### config.mk
export PLATFORM = sky130hd
export DESIGN_NAME = rfb_div
export DESIGN_NICKNAME = d
export VERILOG_FILES = /design/src/rect_fill_blend_engine_defines.svh /design/src/rfb_pkg.sv /design/src/rfb_div.sv
export SDC_FILE = /design/constraint.sdc
export NUM_CORES = 1
export LEC_CHECK = 0
export BUFFER_PORTS_ARGS = -buffer_cell sky130_fd_sc_hd__buf_2
export CAP_MARGIN = 10
export CORE_UTILIZATION = 40
export DETAILED_ROUTE_END_ITERATION = 7
export GPL_ROUTABILITY_DRIVEN = 1
export PLACE_DENSITY = 0.72
export REMOVE_ABC_BUFFERS = 1
export SYNTH_ARGS = -nofsm -noshare
export SYNTH_HDL_FRONTEND = slang
export SYNTH_SLANG_ARGS = --single-unit
### constraint.sdc
create_clock -name clk_i -period 3.3 [get_ports clk_i]
set_clock_uncertainty 0.15 [all_clocks]
set_input_delay 0.33 -clock clk_i [delete_from_list [all_inputs] [get_ports clk_i]]
set_output_delay 0.33 -clock clk_i [all_outputs]
set_load 0.03 [all_outputs]
### src/rect_fill_blend_engine_defines.svh
// Assertion macros for the blitter
`ifndef RECT_FILL_BLEND_ENGINE_DEFINES_SVH
`define RECT_FILL_BLEND_ENGINE_DEFINES_SVH
`ifndef SYNTHESIS
`define RFB_ASSERT(label, clk, rst_n, prop) \
  label: assert property (@(posedge clk) disable iff (!rst_n) (prop)) \
    else $error("assertion failed");
`define RFB_ASSERT_RST(label, clk, prop) \
  label: assert property (@(posedge clk) (prop)) else $error("assertion failed");
`else
`define RFB_ASSERT(label, clk, rst_n, prop)
`define RFB_ASSERT_RST(label, clk, prop)
`endif
`endif

### src/rfb_pkg.sv
package rfb_pkg;
  localparam logic [2:0] CMD_FILL     = 3'd0;
  localparam logic [2:0] CMD_BLEND    = 3'd1;
  localparam logic [2:0] CMD_GRADIENT = 3'd2;
  localparam logic [2:0] CMD_SCAN     = 3'd3;
  localparam logic [2:0] CMD_READ     = 3'd4;
  localparam logic CFG_WIDTH  = 1'b0;
  localparam logic CFG_HEIGHT = 1'b1;

  typedef enum logic [3:0] {
    ST_IDLE, ST_CLEAR, ST_SETUP, ST_ROW, ST_TDIV, ST_GCOL, ST_PRD, ST_PWAIT,
    ST_PMUL, ST_PDIV, ST_PWR, ST_NEXT, ST_RD, ST_RWAIT, ST_DONE
  } state_e;

  // Divider control between sequencer and shared divider
  typedef struct packed {
    logic        start;
    logic [18:0] num;
    logic [11:0] den;
  } div_req_t;

  typedef struct packed {
    logic        done;
    logic [18:0] quo;
  } div_rsp_t;
endpackage

### src/rfb_div.sv
// Restoring divider, one quotient bit per cycle
module rfb_div (
  input  logic             clk_i,
  input  logic             rst_ni,
  input  rfb_pkg::div_req_t req_i,
  output rfb_pkg::div_rsp_t rsp_o
);
  logic [18:0] quo_q, quo_d;
  logic [12:0] rem_q, rem_d;
  logic [11:0] den_q, den_d;
  logic [4:0]  cnt_q, cnt_d;
  logic        busy_q, busy_d;
  logic        done_q, done_d;
  logic [12:0] trial;

  assign trial = {rem_q[11:0], quo_q[18]};

  // Shift in one numerator bit per step
  always_comb begin
    quo_d = quo_q; rem_d = rem_q; den_d = den_q; cnt_d = cnt_q;
    busy_d = busy_q; done_d = 1'b0;
    if (req_i.start) begin
      quo_d = req_i.num; rem_d = '0; den_d = req_i.den; cnt_d = 5'd19; busy_d = 1'b1;
    end else if (busy_q) begin
      if (trial >= {1'b0, den_q}) begin
        rem_d = trial - {1'b0, den_q}; quo_d = {quo_q[17:0], 1'b1};
      end else begin
        rem_d = trial; quo_d = {quo_q[17:0], 1'b0};
      end
      cnt_d = cnt_q - 5'd1;
      if (cnt_q == 5'd1) begin
        busy_d = 1'b0; done_d = 1'b1;
      end
    end
  end

  always_ff @(posedge clk_i or negedge rst_ni) begin
    if (!rst_ni) begin
      busy_q <= 1'b0; done_q <= 1'b0; cnt_q <= '0;
    end else begin
      busy_q <= busy_d; done_q <= done_d; cnt_q <= cnt_d;
    end
  end

  always_ff @(posedge clk_i) begin
    quo_q <= quo_d; rem_q <= rem_d; den_q <= den_d;
  end

  assign rsp_o.done = done_q;
  assign rsp_o.quo  = quo_q;
endmodule

# [After elaboration in Yosys (flattened, before gate mapping)]
# Cells that the tools add are included.
[classes] magnitude_cmp=1 addsub=2 n_mux=12 reduce_logical=1 eq_ne=1
[ops] operator="2-to-1 mux 19 bit" n=2
[ops] operator=">= comparator 13 x 12 -> 1 bit" n=1
[ops] operator="2-to-1 mux 12 bit" n=1
[ops] operator="subtractor 12 bit" n=1
[ops] operator="2-to-1 mux 5 bit" n=2
[ops] operator="2-to-1 mux 1 bit" n=7
[ops] operator="== test 5 x 1 -> 1 bit (second input constant)" n=1
[ops] operator="subtractor 5 x 1 -> 5 bit (second input constant)" n=1
[ops] operator="nonzero test 2 bit" n=1
[word_totals] word_cells=23 inputBits=34 output_inout_bits=20 ff_bits=50

# [Logic depth before layout (Yosys ltp)]
# Gate-level depths: netlist of the first run.
[logic_depth] depth_word=4 mapped_depth=10 ltp_nobuf=9

# [Worst setup path before layout of the first run]
# Ideal clock, no wire load.
[synth_path] path_kind="reg-to-reg" startpoint="register quo_q[18]" endpoint="register quo_q[0] (data pin)" setup_slack_ps=903 n_path_buf=2 setup_ps=260 path_stages_with_launch=10 arrival_time_ps=1987 t_required_ps=2890 period_less_slack_ps=2397 cell_sequence="edfxtp_1 -> inv_1 -> ha_1 -> and3_1 -> nand3_1 -> a31oi_1 -> a211o_1 -> buf_6 -> buf_12 -> mux2_2"
[synth_via] elab_chain_cells=4
[synth_rtl] element="from (decl)" line="rfb_div.sv:8" source="logic [18:0] quo_q, quo_d;"
[synth_rtl] element="from (signal assigned)" line="rfb_div.sv:46" source="quo_q <= quo_d; rem_q <= rem_d; den_q <= den_d;"
[synth_rtl] element=">= comparator 13 x 12 -> 1 bit" line="rfb_div.sv:25" source="if (trial >= {1'b0, den_q}) begin"
[synth_rtl] element="2-to-1 mux 1 bit" line="rfb_div.sv:25"
[synth_rtl] element="2-to-1 mux 19 bit" line="rfb_div.sv:24" source="end else if (busy_q) begin"
[synth_rtl] element="2-to-1 mux 19 bit" line="rfb_div.sv:22" source="if (req_i.start) begin"
[synth_rtl] element="net quo_d[0]" line="rfb_div.sv:8"
# The timed path passes the listed nets, and every way through them passes these cells. The select of a mux whose other input is x is not followed.
# A chain may end at the register's enable or synchronous reset.

# [Final worst setup path of the first run]
[layout_path] startpoint="register den_q[1]" endpoint="register quo_q[0] (data pin)"
[layout_via] elab_chain_cells=4
[layout_rtl] element="from (decl)" line="rfb_div.sv:10" source="logic [11:0] den_q, den_d;"
[layout_rtl] element="from (signal assigned)" line="rfb_div.sv:46"
[layout_rtl] element=">= comparator 13 x 12 -> 1 bit" line="rfb_div.sv:25"
[layout_rtl] element="2-to-1 mux 1 bit" line="rfb_div.sv:25"
[layout_rtl] element="2-to-1 mux 19 bit" line="rfb_div.sv:24"
[layout_rtl] element="2-to-1 mux 19 bit" line="rfb_div.sv:22"
[layout_rtl] element="net quo_d[0]" line="rfb_div.sv:8"
# The timed path passes the listed nets, and every way through them passes these cells. The select of a mux whose other input is x is not followed.

==> flow_summary.rst, run 1 <==
.. list-table::
   :header-rows: 1

   * - Metric
     - Value
   * - Number of sinks on the clock net
     - 50
   * - Crit path launch type
     - register
   * - Area of the die
     - 6950 sq um
   * - Pin count of the biggest net entering global routing
     - 42
   * - Crit path DAT
     - 2.54 ns
   * - Type of the tightest min-delay check
     - in -> reg
   * - Hold-critical path depth
     - 1
   * - Average detailed-routed wire length per instance
     - 13.4 um
   * - Detailed-route via count
     - 1829
   * - Worst supply voltage drop on vdd
     - 0.000400 V
   * - Die X
     - 83.4 um
   * - Count of inserted antenna diode cells
     - 0
   * - Global route overflow
     - 0
   * - Total of flip-flops plus latches after synthesis
     - 50
   * - Syn. warnings
     - 0
   * - Unrepaired setup endpoints after global routing
     - no
   * - Number of instances resized during post-cts repair
     - 0
   * - Post-synthesis instance area
     - 2650 sq um
   * - Starting density of the core
     - 41.5%
   * - Peak Freq
     - 0.382 GHz
   * - Number of placed I/O pins
     - 54
   * - Total wire length after detailed routing
     - 4.80 mm
   * - Count of hold buffers inserted by post-cts repair
     - 1
   * - Critical-path top delay cell
     - sky130_fd_sc_hd__a211o_1
   * - Placed wire-length estimate
     - 3.44 mm
   * - Worst reg2reg endpoint
     - quo_q[0]$_DFFE_PP_
   * - Max-slew violation count
     - 0
   * - Post-synth EDFFs
     - 31
   * - Minimum setup slack after placement
     - 0.696 ns
   * - Startpoint of the lowest-slack hold path
     - req_i[4]
   * - Most instantiated cells after synthesis
     - sky130_fd_sc_hd__edfxtp_1 (31), sky130_fd_sc_hd__mux2_2 (20), sky130_fd_sc_hd__nand2_1 (18), sky130_fd_sc_hd__inv_1 (16), sky130_fd_sc_hd__ha_1 (14)
   * - Cell with the most instances after synthesis
     - sky130_fd_sc_hd__edfxtp_1
   * - Setup violation total in the final timing report
     - 0
   * - Type of element capturing the critical path
     - register
   * - Xor-xnor portion of the synthesized cell area
     - 3.64%
   * - Path depth of the worst reg2reg path
     - 7
   * - Number of rows created at floorplan
     - 29
   * - Worst reg-to-reg setup slack
     - 0.68 ns
   * - Area share of the leading cell type in the synthesized netlist
     - 35.1%
   * - CP max FO
     - 17
   * - Buffer levels on the longest clock path
     - 2
   * - Power density normalized to cell area
     - 726 nW/um^2
   * - Final estimated routing congestion in global placement
     - 0.869
   * - Dominant register cell in the synthesized netlist
     - sky130_fd_sc_hd__edfxtp_1
   * - Vias in the first global route
     - 1824
   * - Area added between synthesis and finish
     - 17.0%
   * - Leakage power summed over all cells
     - 1.35 nW
   * - Fillers
     - 593
   * - Cell Chain, Critical Path
     - inv_1, ha_1, nor2b_1, o31ai_2, a31oi_1, a211o_1, mux2_2
   * - Post-synthesis simple-gate area fraction
     - 10.2%
   * - Number of CTS-inserted buffers
     - 5
   * - Number of antenna violations at the first check in global routing
     - 0
   * - Status
     - finished, final reports clean
   * - Number of violations reported at the end of detailed-routing iteration 0
     - 68
   * - Buffering stage count on the worst path with inverters included
     - 1
   * - Final count of hold timing violations
     - 0
   * - Post-Route Setup TNS
     - 0 ns
   * - Number of unique standard cell types used by synthesis
     - 50
   * - Wire length of the first global-routing pass
     - 8.45 mm
   * - GRT Overall Usage
     - 15.2%
   * - Post-synthesis adder-cell area fraction
     - 7.37%
   * - Worst R2R Start
     - den_q[1]$_DFFE_PP_
   * - Cell type with the largest total area after synthesis
     - sky130_fd_sc_hd__edfxtp_1
   * - Antenna Violating Nets Remaining
     - 0
   * - Port Buffers
     - 53
   * - Family with the most delay on the worst path
     - compound AO/OA/AOI/OAI gates
   * - Post-synthesis sequential area ratio
     - 50.8%
   * - Setup slack after layout
     - 0.680 ns
   * - Root Driver
     - sky130_fd_sc_hd__clkbuf_8
   * - Fin crit share
     - 79.4%
   * - Max-cap violations
     - 0
   * - Clock latency reported for the late side of the worst-skew pair
     - 0.31 ns
   * - Cell count after synthesis
     - 225
   * - Final layout net count
     - 329
   * - Share of final-layout standard cells stronger than drive strength 1
     - 33.1%
   * - Fraction of registers with async set or reset after synthesis
     - 14.0%
   * - Placeable core region
     - 6390 sq um
   * - Compound-Gate Fraction of Synth Area
     - 11.7%
   * - Die Span Y
     - 83.4 um
   * - Delay of the slowest cell on the worst path
     - 0.58 ns
   * - H-tree levels
     - 2
   * - Total setup buffers inserted after CTS
     - 0
   * - Req. time, crit path
     - 3.22 ns
   * - Mean post-synth cell area
     - 11.8 sq um
   * - Start-to-end type of the worst setup path
     - reg -> reg
   * - TritonCTS clock tree
     - done
   * - Largest family of logic cells by synthesized area
     - multiplexers
   * - Minimum period implied by the final worst setup slack
     - 2.62 ns
   * - Transition time of the tightest slew-check pin
     - 0.773 ns
   * - DRC violation count after routing
     - 0
   * - Main area contributors after synthesis
     - sky130_fd_sc_hd__edfxtp_1 (35%), sky130_fd_sc_hd__dfxtp_1 (9.1%), sky130_fd_sc_hd__mux2_2 (8.5%)
   * - Count of TritonRoute iterations in the first routing pass
     - 4
   * - Endpoint of the worst hold-timing path
     - den_q[4]$_DFFE_PP_
   * - Normalized max-slew margin
     - 48.4%
   * - Ratio of routed vias to standard cells
     - 5.11
   * - Mux share of post-synthesis cell area
     - 11.7%
   * - Clock Pin Slew Worst Setup and Hold Paths
     - 0.10 ns
-- power breakdown --
group / total, mW / switching, mW / leakage (nW) / internal (mW)
sequential: 0.873 / 0.0802 / 0.498 / 0.792
clock: 0.447 / 0.216 / 0.0563 / 0.231
combinational: 0.930 / 0.497 / 0.795 / 0.433
-- metal layers --
| metal | track usage [%] | up-vias | part of all wire (%) |
|---|---|---|---|
| met3 | 4.37 | 9 | 5.9 |
| met5 | 0 | - | 0 |
| met2 | 24.7 | 57 | 45 |
| met4 | 5.33 | 0 | 1.9 |
| li1 | - | 920 | - |
| met1 | 19.3 | 843 | 47 |
-- cell usage in the layout (no fill, tap or decap), types with 4 or more instances in the layout --
cell,Yosys,layout
sky130_fd_sc_hd__a21oi_1,6,6
sky130_fd_sc_hd__buf_2,0,53
sky130_fd_sc_hd__clkbuf_8,0,5
sky130_fd_sc_hd__dfrtp_1,7,7
sky130_fd_sc_hd__dfxtp_1,12,12
sky130_fd_sc_hd__edfxtp_1,31,31
sky130_fd_sc_hd__ha_1,14,14
sky130_fd_sc_hd__inv_1,16,16
sky130_fd_sc_hd__mux2_2,20,20
sky130_fd_sc_hd__mux2i_1,7,7
sky130_fd_sc_hd__nand2_1,18,18
sky130_fd_sc_hd__nand2b_1,4,4
sky130_fd_sc_hd__nor2_1,11,11
sky130_fd_sc_hd__nor2b_1,5,5
sky130_fd_sc_hd__nor3_1,4,4
sky130_fd_sc_hd__o21ai_0,12,12
sky130_fd_sc_hd__xnor2_1,9,9
-- stage by stage --
stage	power, mW	cell area [sq um]	hold slack (ns)	utilization (%)	std cells
finish	2.25	3100	0.0431	48.5	358
global route	2.41	3100	0.0204	48.5	358
CTS	2.26	3100	0.0297	48.5	358
detailed placement	1.81	2970	0.0199	46.5	349
global placement	1.80	2970	0.0216	46.5	349
floorplan	1.61	2590	-0.116	-	216
-- kinds of logic after synthesis --
| group | Yosys count |
|---|---|
| simple gates | 54 |
| flops | 50 |
| compound gates | 42 |
| mux | 28 |
| buf+inv | 25 |
| fa+ha+maj | 15 |
| xor+xnor | 11 |
-- registers in the layout (all words and copies together) (netlist names) --
register and count:
quo_q 19, den_q 12, rem_q 12, cnt_q 5, busy_q 1, done_q 1
-- worst register-to-register path: cells and delay by family, from the launching register on --
family,cells,cell delay [ns]
AND/OR/NAND/NOR,1,0.16
AO/OA/AOI/OAI,3,0.94
buffers and inverters,1,0.08
flip-flops,1,0.43
adder cells (fa/ha/maj),1,0.23
multiplexers,1,0.39
-- final cells by class --
class                           instances  area, sq um  area share (%)
Clock buffer                            5         68.8            2.22
Clock inverter                          3         48.8            1.57
Inverter                               16         60.1            1.94
Multi-Input combinational cell        150         1180            38.1
Sequential cell                        50         1350            43.4
Tap cell                               77         96.3            3.11
Timing Repair Buffer                   57          298            9.61
-- worst max-delay path by stage --
stage / from / to / slack, ns / cells after the start
3_3_place_gp: den_q[1]$_DFFE_PP_ / quo_q[0]$_DFFE_PP_ / 0.77 / 7
6_report: den_q[1]$_DFFE_PP_ / quo_q[0]$_DFFE_PP_ / 0.68 / 7
4_1_cts: den_q[1]$_DFFE_PP_ / quo_q[0]$_DFFE_PP_ / 0.70 / 7
5_1_grt: den_q[5]$_DFFE_PP_ / rem_q[11]$_SDFFE_PP0P_ / 0.47 / 8
3_5_place_dp: den_q[1]$_DFFE_PP_ / quo_q[0]$_DFFE_PP_ / 0.70 / 7
2_1_floorplan: quo_q[18]$_DFFE_PP_ / quo_q[0]$_DFFE_PP_ / 0.89 / 7
No activity file was read; power rests on OpenSTA's default activity.
==> run 2: changes to the inputs <==
==> constraint.sdc (replaced) <==
create_clock -name clk_i -period 2.65 [get_ports clk_i]
set_clock_uncertainty 0.15 [all_clocks]
set_input_delay 0.265 -clock clk_i [delete_from_list [all_inputs] [get_ports clk_i]]
set_output_delay 0.265 -clock clk_i [all_outputs]
set_load 0.03 [all_outputs]
==> flow_summary.rst, run 2 (synthesized netlist as in run 1, its figures left out) <==
.. list-table::
   :header-rows: 1

   * - Metric
     - Value
   * - DRC violation count after routing
     - 0 (unchanged)
   * - Buffer levels on the longest clock path
     - 2 (unchanged)
   * - TritonCTS clock tree
     - done (unchanged)
   * - CP max FO
     - 6 (was 17)
   * - Die X
     - 83.4 um (unchanged)
   * - Minimum setup slack after placement
     - 0.250 ns (was 0.696 ns)
   * - Family with the most delay on the worst path
     - compound AO/OA/AOI/OAI gates (unchanged)
   * - Post-Route Setup TNS
     - 0 ns (unchanged)
   * - Transition time of the tightest slew-check pin
     - 0.565 ns (was 0.773 ns)
   * - Peak Freq
     - 0.407 GHz (was 0.382 GHz)
   * - Die Span Y
     - 83.4 um (unchanged)
   * - Fin Hold WS
     - 0.0624 ns (was 0.0431 ns)
   * - Placed wire-length estimate
     - 3.60 mm (was 3.44 mm)
   * - Status
     - finished, final reports clean (unchanged)
   * - Number of rows created at floorplan
     - 29 (unchanged)
   * - Hold-critical path depth
     - 2 (was 1)
   * - Normalized max-slew margin
     - 62.3% (was 48.4%)
   * - Root Driver
     - sky130_fd_sc_hd__clkbuf_8 (unchanged)
   * - Final count of hold timing violations
     - 0 (unchanged)
   * - Largest regs
     - quo_q: 19 flops, den_q: 12 flops, rem_q: 12 flops (unchanged)
   * - Number of placed I/O pins
     - 54 (unchanged)
   * - Ratio of routed vias to standard cells
     - 5.13 (was 5.11)
   * - Area used by sequential logic in the layout
     - 1350 sq um (unchanged)
   * - Buffering stage count on the worst path with inverters included
     - 1 (unchanged)
   * - Path depth of the worst reg2reg path
     - 8 (was 7)
   * - Detailed-route via count
     - 1904 (was 1829)
   * - Number of antenna violations at the first check in global routing
     - 0 (unchanged)
   * - Final layout net count
     - 342 (was 329)
   * - Count of inserted antenna diode cells
     - 0 (unchanged)
   * - Number of instances resized during post-cts repair
     - 0 (unchanged)
   * - H-tree levels
     - 2 (unchanged)
   * - Crit path DAT
     - 2.50 ns (was 2.54 ns)
   * - Max reg flops
     - 19 (unchanged)
   * - Highest-count cells in the layout ignoring fill and taps
     - sky130_fd_sc_hd__buf_2 (53), sky130_fd_sc_hd__edfxtp_1 (31), sky130_fd_sc_hd__mux2_2 (20), sky130_fd_sc_hd__nand2_1 (18), sky130_fd_sc_hd__inv_1 (16) (unchanged)
   * - Area added between synthesis and finish
     - 21.1% (was 17.0%)
   * - Minimum period implied by the final worst setup slack
     - 2.45 ns (was 2.62 ns)
   * - Most prevalent standard cell on the critical path
     - sky130_fd_sc_hd__a21oi_1
   * - Max-cap violations
     - 0 (unchanged)
   * - Worst supply voltage drop on vdd
     - 0.000548 V (was 0.000400 V)
   * - Global route overflow
     - 0 (unchanged)
   * - Vias in the first global route
     - 1946 (was 1824)
   * - Clock latency reported for the late side of the worst-skew pair
     - 0.31 ns (about the same)
   * - Type of the tightest min-delay check
     - in -> reg (unchanged)
   * - Multi-input combinational cell area
     - 1180 sq um (unchanged)
   * - Average detailed-routed wire length per instance
     - 13.6 um (was 13.4 um)
   * - Count of TritonRoute iterations in the first routing pass
     - 4 (unchanged)
   * - Starting density of the core
     - 41.5% (unchanged)
   * - Wire length of the first global-routing pass
     - 8.73 mm (was 8.45 mm)
   * - Final estimated routing congestion in global placement
     - 0.862 (was 0.869)
   * - Number of sinks on the clock net
     - 50 (unchanged)
   * - Port Buffers
     - 53 (unchanged)
   * - GRT Overall Usage
     - 15.5% (was 15.2%)
   * - Number of violations reported at the end of detailed-routing iteration 0
     - 79 (was 68)
   * - Number of CTS-inserted buffers
     - 5 (unchanged)
   * - Most common cell after layout, fill and taps aside
     - sky130_fd_sc_hd__buf_2 (unchanged)
   * - Req. time, crit path
     - 2.69 ns (was 3.22 ns)
   * - Antenna Violating Nets Remaining
     - 0 (unchanged)
   * - Setup slack after layout
     - 0.195 ns (was 0.680 ns)
   * - Cell Chain, Critical Path
     - inv_1, ha_1, a21oi_1, o21ai_0, a21oi_1, mux2_2, nor4bb_1, o31ai_1 (was inv_1, ha_1, nor2b_1, o31ai_2, a31oi_1, a211o_1, mux2_2)
   * - Share of final-layout standard cells stronger than drive strength 1
     - 32.0% (was 33.1%)
   * - Most flops, register
     - quo_q (unchanged)
   * - Power density normalized to cell area
     - 867 nW/um^2 (was 726 nW/um^2)
   * - Total wire length after detailed routing
     - 5.06 mm (was 4.80 mm)
   * - Max-slew violation count
     - 0 (unchanged)
   * - Area of the die
     - 6950 sq um (unchanged)
   * - Start-to-end type of the worst setup path
     - reg -> reg (unchanged)
   * - Count of cell instances traversed by the critical path
     - 8 (was 7)
   * - Placeable core region
     - 6390 sq um (unchanged)
   * - Crit path launch type
     - register (unchanged)
   * - Fillers
     - 575 (was 593)
   * - Critical-path top delay cell
     - sky130_fd_sc_hd__mux2_2 (was sky130_fd_sc_hd__a211o_1)
   * - Setup violation total in the final timing report
     - 0 (unchanged)
   * - Clock Pin Slew Worst Setup and Hold Paths
     - 0.10 ns (about the same)
   * - Fin crit share
     - 92.6% (was 79.4%)
   * - Leakage power summed over all cells
     - 1.40 nW (was 1.35 nW)
   * - Type of element capturing the critical path
     - register (unchanged)
   * - Pin count of the biggest net entering global routing
     - 39 (was 42)
   * - Unrepaired setup endpoints after global routing
     - no (unchanged)
   * - Delay of the slowest cell on the worst path
     - 0.38 ns (was 0.58 ns)
## run 2: changes by cell type in the layout (fill, tap and decap cells not counted), sizes merged
cell and delta:
buf +1, bufinv -1, clkinv +1, clkinvlp -1, dlygate4sd3 +12, inv +1
## run 2: cell type report
type / instances / share of cell area [%]
Clock inverter: 3 / 0.897
Sequential cell: 50 / 42.0
Tap cell: 77 / 3.00
Timing Repair Buffer: 70 / 13.3
Inverter: 16 / 1.87
Clock buffer: 5 / 2.15
Multi-Input combinational cell: 150 / 36.8
## run 2: path summary, 6_finish.rpt
check / start / to / slack (ns)
min: req_i[31] / rem_q[5]$_SDFFE_PP0P_ / 0.06
min in group asynchronous: rst_ni / cnt_q[0]$_DFFE_PN0P_ / 0.15
max reg2reg: den_q[6]$_DFFE_PP_ / rem_q[11]$_SDFFE_PP0P_ / 0.20
max: den_q[6]$_DFFE_PP_ / rem_q[11]$_SDFFE_PP0P_ / 0.20
min reg2reg: rem_q[11]$_SDFFE_PP0P_ / rem_q[11]$_SDFFE_PP0P_ / 0.34
max in group asynchronous: rst_ni / busy_q$_DFF_PN0_ / 2.03
## run 2: metal layers
metal / routed length [um] / GRT usage (%) / part of all wire [%]
met5: 0 / 0 / 0
met4: 103 / 5.96 / 2.0
met3: 258 / 3.28 / 5.1
met2: 2380 / 26.5 / 47
met1: 2310 / 19.1 / 46
## run 2: where the power goes
| group | internal, mW | switching, mW |
|---|---|---|
| sequential | 0.987 | 0.103 |
| clock | 0.198 | 0.276 |
| combinational | 0.564 | 0.654 |
| total | 1.75 | 1.03 |
## run 2: stage by stage
stage	utilization (%)	cell area [sq um]	cells	power, mW
6_report	50.2	3210	371	2.78
4_1_cts	50.2	3210	371	2.79
5_1_grt	50.2	3210	371	2.97
3_5_place_dp	46.6	2980	350	2.29
3_3_place_gp	46.6	2980	350	2.26
2_1_floorplan	-	2590	216	2.01
## run 2: what timing repair did
| item | in CTS | in global routing |
|---|---|---|
| buffers inserted | 0 | 0 |
| hold endpoints to repair | 19 | 0 |
| hold buffers | 13 | 0 |
==> run 3: changes to the inputs <==
--- a/config.mk
+++ b/config.mk
@@ -11,6 +11,7 @@
 export DETAILED_ROUTE_END_ITERATION = 7
 export GPL_ROUTABILITY_DRIVEN = 1
 export PLACE_DENSITY = 0.72
+export RECOVER_POWER = 100
 export REMOVE_ABC_BUFFERS = 1
 export SYNTH_ARGS = -nofsm -noshare
 export SYNTH_HDL_FRONTEND = slang
==> flow_summary.rst, run 3 (synthesized netlist as in run 1, its figures left out) <==
.. list-table::
   :header-rows: 1

   * - Metric
     - Value
   * - Status
     - finished with violations (was finished, final reports clean)
   * - Violated checks
     - max-capacitance violations, max-slew violations
   * - Worst R2R Start
     - den_q[6]$_DFFE_PP_ (unchanged)
   * - Number of placed I/O pins
     - 54 (unchanged)
   * - Max-slew violation count
     - 39 (was 0)
   * - Power density normalized to cell area
     - 872 nW/um^2 (was 867 nW/um^2)
   * - Destination of the critical timing path
     - rem_q[11]$_SDFFE_PP0P_ (unchanged)
   * - Highest-count cells in the layout ignoring fill and taps
     - sky130_fd_sc_hd__buf_2 (32), sky130_fd_sc_hd__edfxtp_1 (31), sky130_fd_sc_hd__clkbuf_1 (23), sky130_fd_sc_hd__mux2_2 (20), sky130_fd_sc_hd__nand2_1 (18) (was sky130_fd_sc_hd__buf_2 (53), sky130_fd_sc_hd__edfxtp_1 (31), sky130_fd_sc_hd__mux2_2 (20), sky130_fd_sc_hd__nand2_1 (18), sky130_fd_sc_hd__inv_1 (16))
   * - Placed wire-length estimate
     - 3.60 mm (unchanged)
   * - Type of element capturing the critical path
     - register (unchanged)
   * - Buffer levels on the longest clock path
     - 2 (unchanged)
   * - Fin crit share
     - 92.7% (was 92.6%)
   * - Port Buffers
     - 53 (unchanged)
   * - Standard cell area after detailed placement
     - 2980 sq um (unchanged)
   * - Worst reg-to-reg setup slack
     - 0.19 ns (was 0.20 ns)
   * - CP max FO
     - 6 (unchanged)
   * - Leakage power summed over all cells
     - 1.33 nW (was 1.40 nW)
   * - Combinational Power Share
     - 43.5% (was 43.8%)
   * - Req. time, crit path
     - 2.69 ns (about the same)
   * - Placeable core region
     - 6390 sq um (unchanged)
   * - Transition time of the tightest slew-check pin
     - 1.90 ns (was 0.565 ns)
   * - Number of CTS-inserted buffers
     - 5 (unchanged)
   * - Sw frac
     - 37.2% (was 37.1%)
   * - Detailed-route via count
     - 1902 (was 1904)
   * - Average detailed-routed wire length per instance
     - 13.5 um (was 13.6 um)
   * - Antenna Violating Nets Remaining
     - 0 (unchanged)
   * - Most flops, register
     - quo_q (unchanged)
   * - Clock Pin Slew Worst Setup and Hold Paths
     - 0.10 ns (about the same)
   * - Max reg flops
     - 19 (unchanged)
   * - Number of sinks on the clock net
     - 50 (unchanged)
   * - Global route overflow
     - 0 (unchanged)
   * - Final layout net count
     - 342 (unchanged)
   * - Worst supply voltage drop on vdd
     - 0.000548 V (about the same)
   * - Die Span Y
     - 83.4 um (unchanged)
   * - Sw power
     - 1.03 mW (about the same)
   * - H-tree levels
     - 2 (unchanged)
   * - Minimum period implied by the final worst setup slack
     - 2.46 ns (was 2.45 ns)
   * - Die X
     - 83.4 um (unchanged)
   * - Internal power
     - 1.74 mW (was 1.75 mW)
   * - Share of final-layout standard cells stronger than drive strength 1
     - 24.1% (was 32.0%)
   * - TritonCTS clock tree
     - done (unchanged)
   * - Starting density of the core
     - 41.5% (unchanged)
   * - Worst reg2reg endpoint
     - rem_q[11]$_SDFFE_PP0P_ (unchanged)
   * - Largest regs
     - quo_q: 19 flops, den_q: 12 flops, rem_q: 12 flops (unchanged)
   * - Number of violations reported at the end of detailed-routing iteration 0
     - 84 (was 79)
   * - Peak Freq
     - 0.407 GHz (about the same)
   * - Crit path DAT
     - 2.50 ns (about the same)
   * - Number of rows created at floorplan
     - 29 (unchanged)
   * - Count of inserted antenna diode cells
     - 0 (unchanged)
   * - Final count of hold timing violations
     - 0 (unchanged)
   * - Crit path launch type
     - register (unchanged)
   * - Unrepaired setup endpoints after global routing
     - no (unchanged)
   * - Clk pwr share
     - 17.1% (was 17.0%)
   * - GRT Overall Usage
     - 15.5% (unchanged)
   * - Type of the tightest min-delay check
     - in -> reg (unchanged)
   * - Total wire length after detailed routing
     - 5.00 mm (was 5.06 mm)
   * - Max-cap violations
     - 1 (was 0)
   * - Count of TritonRoute iterations in the first routing pass
     - 4 (unchanged)
   * - Vias in the first global route
     - 1946 (unchanged)
   * - Wire length of the first global-routing pass
     - 8.73 mm (unchanged)
   * - Post-route design area
     - 3170 sq um (was 3210 sq um)
   * - Start point of the critical path
     - den_q[6]$_DFFE_PP_ (unchanged)
   * - Most common cell after layout, fill and taps aside
     - sky130_fd_sc_hd__buf_2 (unchanged)
   * - Pin count of the biggest net entering global routing
     - 39 (unchanged)
   * - Clock latency reported for the late side of the worst-skew pair
     - 0.31 ns (about the same)
   * - DRC violation count after routing
     - 0 (unchanged)
   * - Number of instances resized during post-cts repair
     - 0 (unchanged)
   * - Area of the die
     - 6950 sq um (unchanged)
   * - Number of antenna violations at the first check in global routing
     - 0 (unchanged)
   * - Post-Route Setup TNS
     - 0 ns (unchanged)
   * - Hold-critical path depth
     - 2 (unchanged)
   * - Normalized max-slew margin
     - -26.6% (was 62.3%)
   * - Root Driver
     - sky130_fd_sc_hd__clkbuf_8 (unchanged)
   * - Ratio of routed vias to standard cells
     - 5.13 (about the same)
   * - Area added between synthesis and finish
     - 19.8% (was 21.1%)
   * - Final estimated routing congestion in global placement
     - 0.862 (unchanged)
   * - Setup violation total in the final timing report
     - 0 (unchanged)
   * - Start-to-end type of the worst setup path
     - reg -> reg (unchanged)
   * - Path depth of the worst reg2reg path
     - 8 (unchanged)
   * - Portion of total power attributed to sequential cells
     - 39.4% (was 39.2%)
run 3: cell count changes in the layout (fill, tap and decap cells not counted):
cell / before / now
sky130_fd_sc_hd__buf_2: 53 / 32
sky130_fd_sc_hd__buf_4: 4 / 2
sky130_fd_sc_hd__clkbuf_1: 0 / 23
run 3: metrics by stage:
stage	std cells	power, mW	utilization (%)	setup WS (ns)	hold WS, ns
4_1_cts	371	2.79	50.2	0.233	0.0543
5_1_grt	371	2.96	49.7	0.0247	0.0641
6_report	371	2.77	49.7	0.195	0.0608
3_5_place_dp	350	2.29	46.6	0.250	-0.0410
2_1_floorplan	216	2.01	-	0.236	-0.181
3_3_place_gp	350	2.26	46.6	0.326	-0.0429
run 3: cell type report:
class	count	area, sq um
well taps	77	96.3
clock buffers	5	68.8
fillers	587	3210
inverters	16	60.1
clock inverters	3	28.8
repair buffers	70	392
flip-flops and latches	50	1350
multi-input cells	150	1180
run 3: power by group through the flow:
stage | combinational, mW | clock, mW | sequential (mW)
after floorplan | 0.841 | 0 | 1.17
after global placement | 1.16 | 0 | 1.10
after detailed placement | 1.19 | 0 | 1.10
after CTS | 1.21 | 0.487 | 1.09
after global routing | 1.33 | 0.511 | 1.11
final | 1.20 | 0.473 | 1.09
run 3: critical path: stages (launching register included):
cell                       delay, ns
sky130_fd_sc_hd__edfxtp_1       0.35
sky130_fd_sc_hd__inv_1          0.04
sky130_fd_sc_hd__ha_1           0.33
sky130_fd_sc_hd__a21oi_1        0.18
sky130_fd_sc_hd__o21ai_0        0.19
sky130_fd_sc_hd__a21oi_1        0.30
sky130_fd_sc_hd__mux2_2         0.38
sky130_fd_sc_hd__nor4bb_1       0.32
sky130_fd_sc_hd__o31ai_1        0.10
run 3: worst min-delay path by stage:
stage | startpoint | endpoint | slack (ns)
6_report | req_i[31] | rem_q[5]$_SDFFE_PP0P_ | 0.06
5_1_grt | req_i[31] | rem_q[5]$_SDFFE_PP0P_ | 0.06
4_1_cts | req_i[31] | rem_q[5]$_SDFFE_PP0P_ | 0.05
3_5_place_dp | rst_ni | cnt_q[3]$_DFFE_PN0P_ | -0.04
3_3_place_gp | rst_ni | done_q$_DFF_PN0_ | -0.04
2_1_floorplan | rst_ni | busy_q$_DFF_PN0_ | -0.18
run 3: timing repair:
action                    4_1_cts  5_1_grt
hold buffers                   13        0
buffers inserted                0        0
hold endpoints to repair       19        0
run 3: layer usage:
layer / vias up / global-route usage [%] / part of all wire [%]
li1: 938 / - / -
met1: 891 / 19.1 / 45
met2: 63 / 26.5 / 48
met3: 10 / 3.28 / 4.7
met4: 0 / 5.96 / 2.1
met5: - / 0 / 0
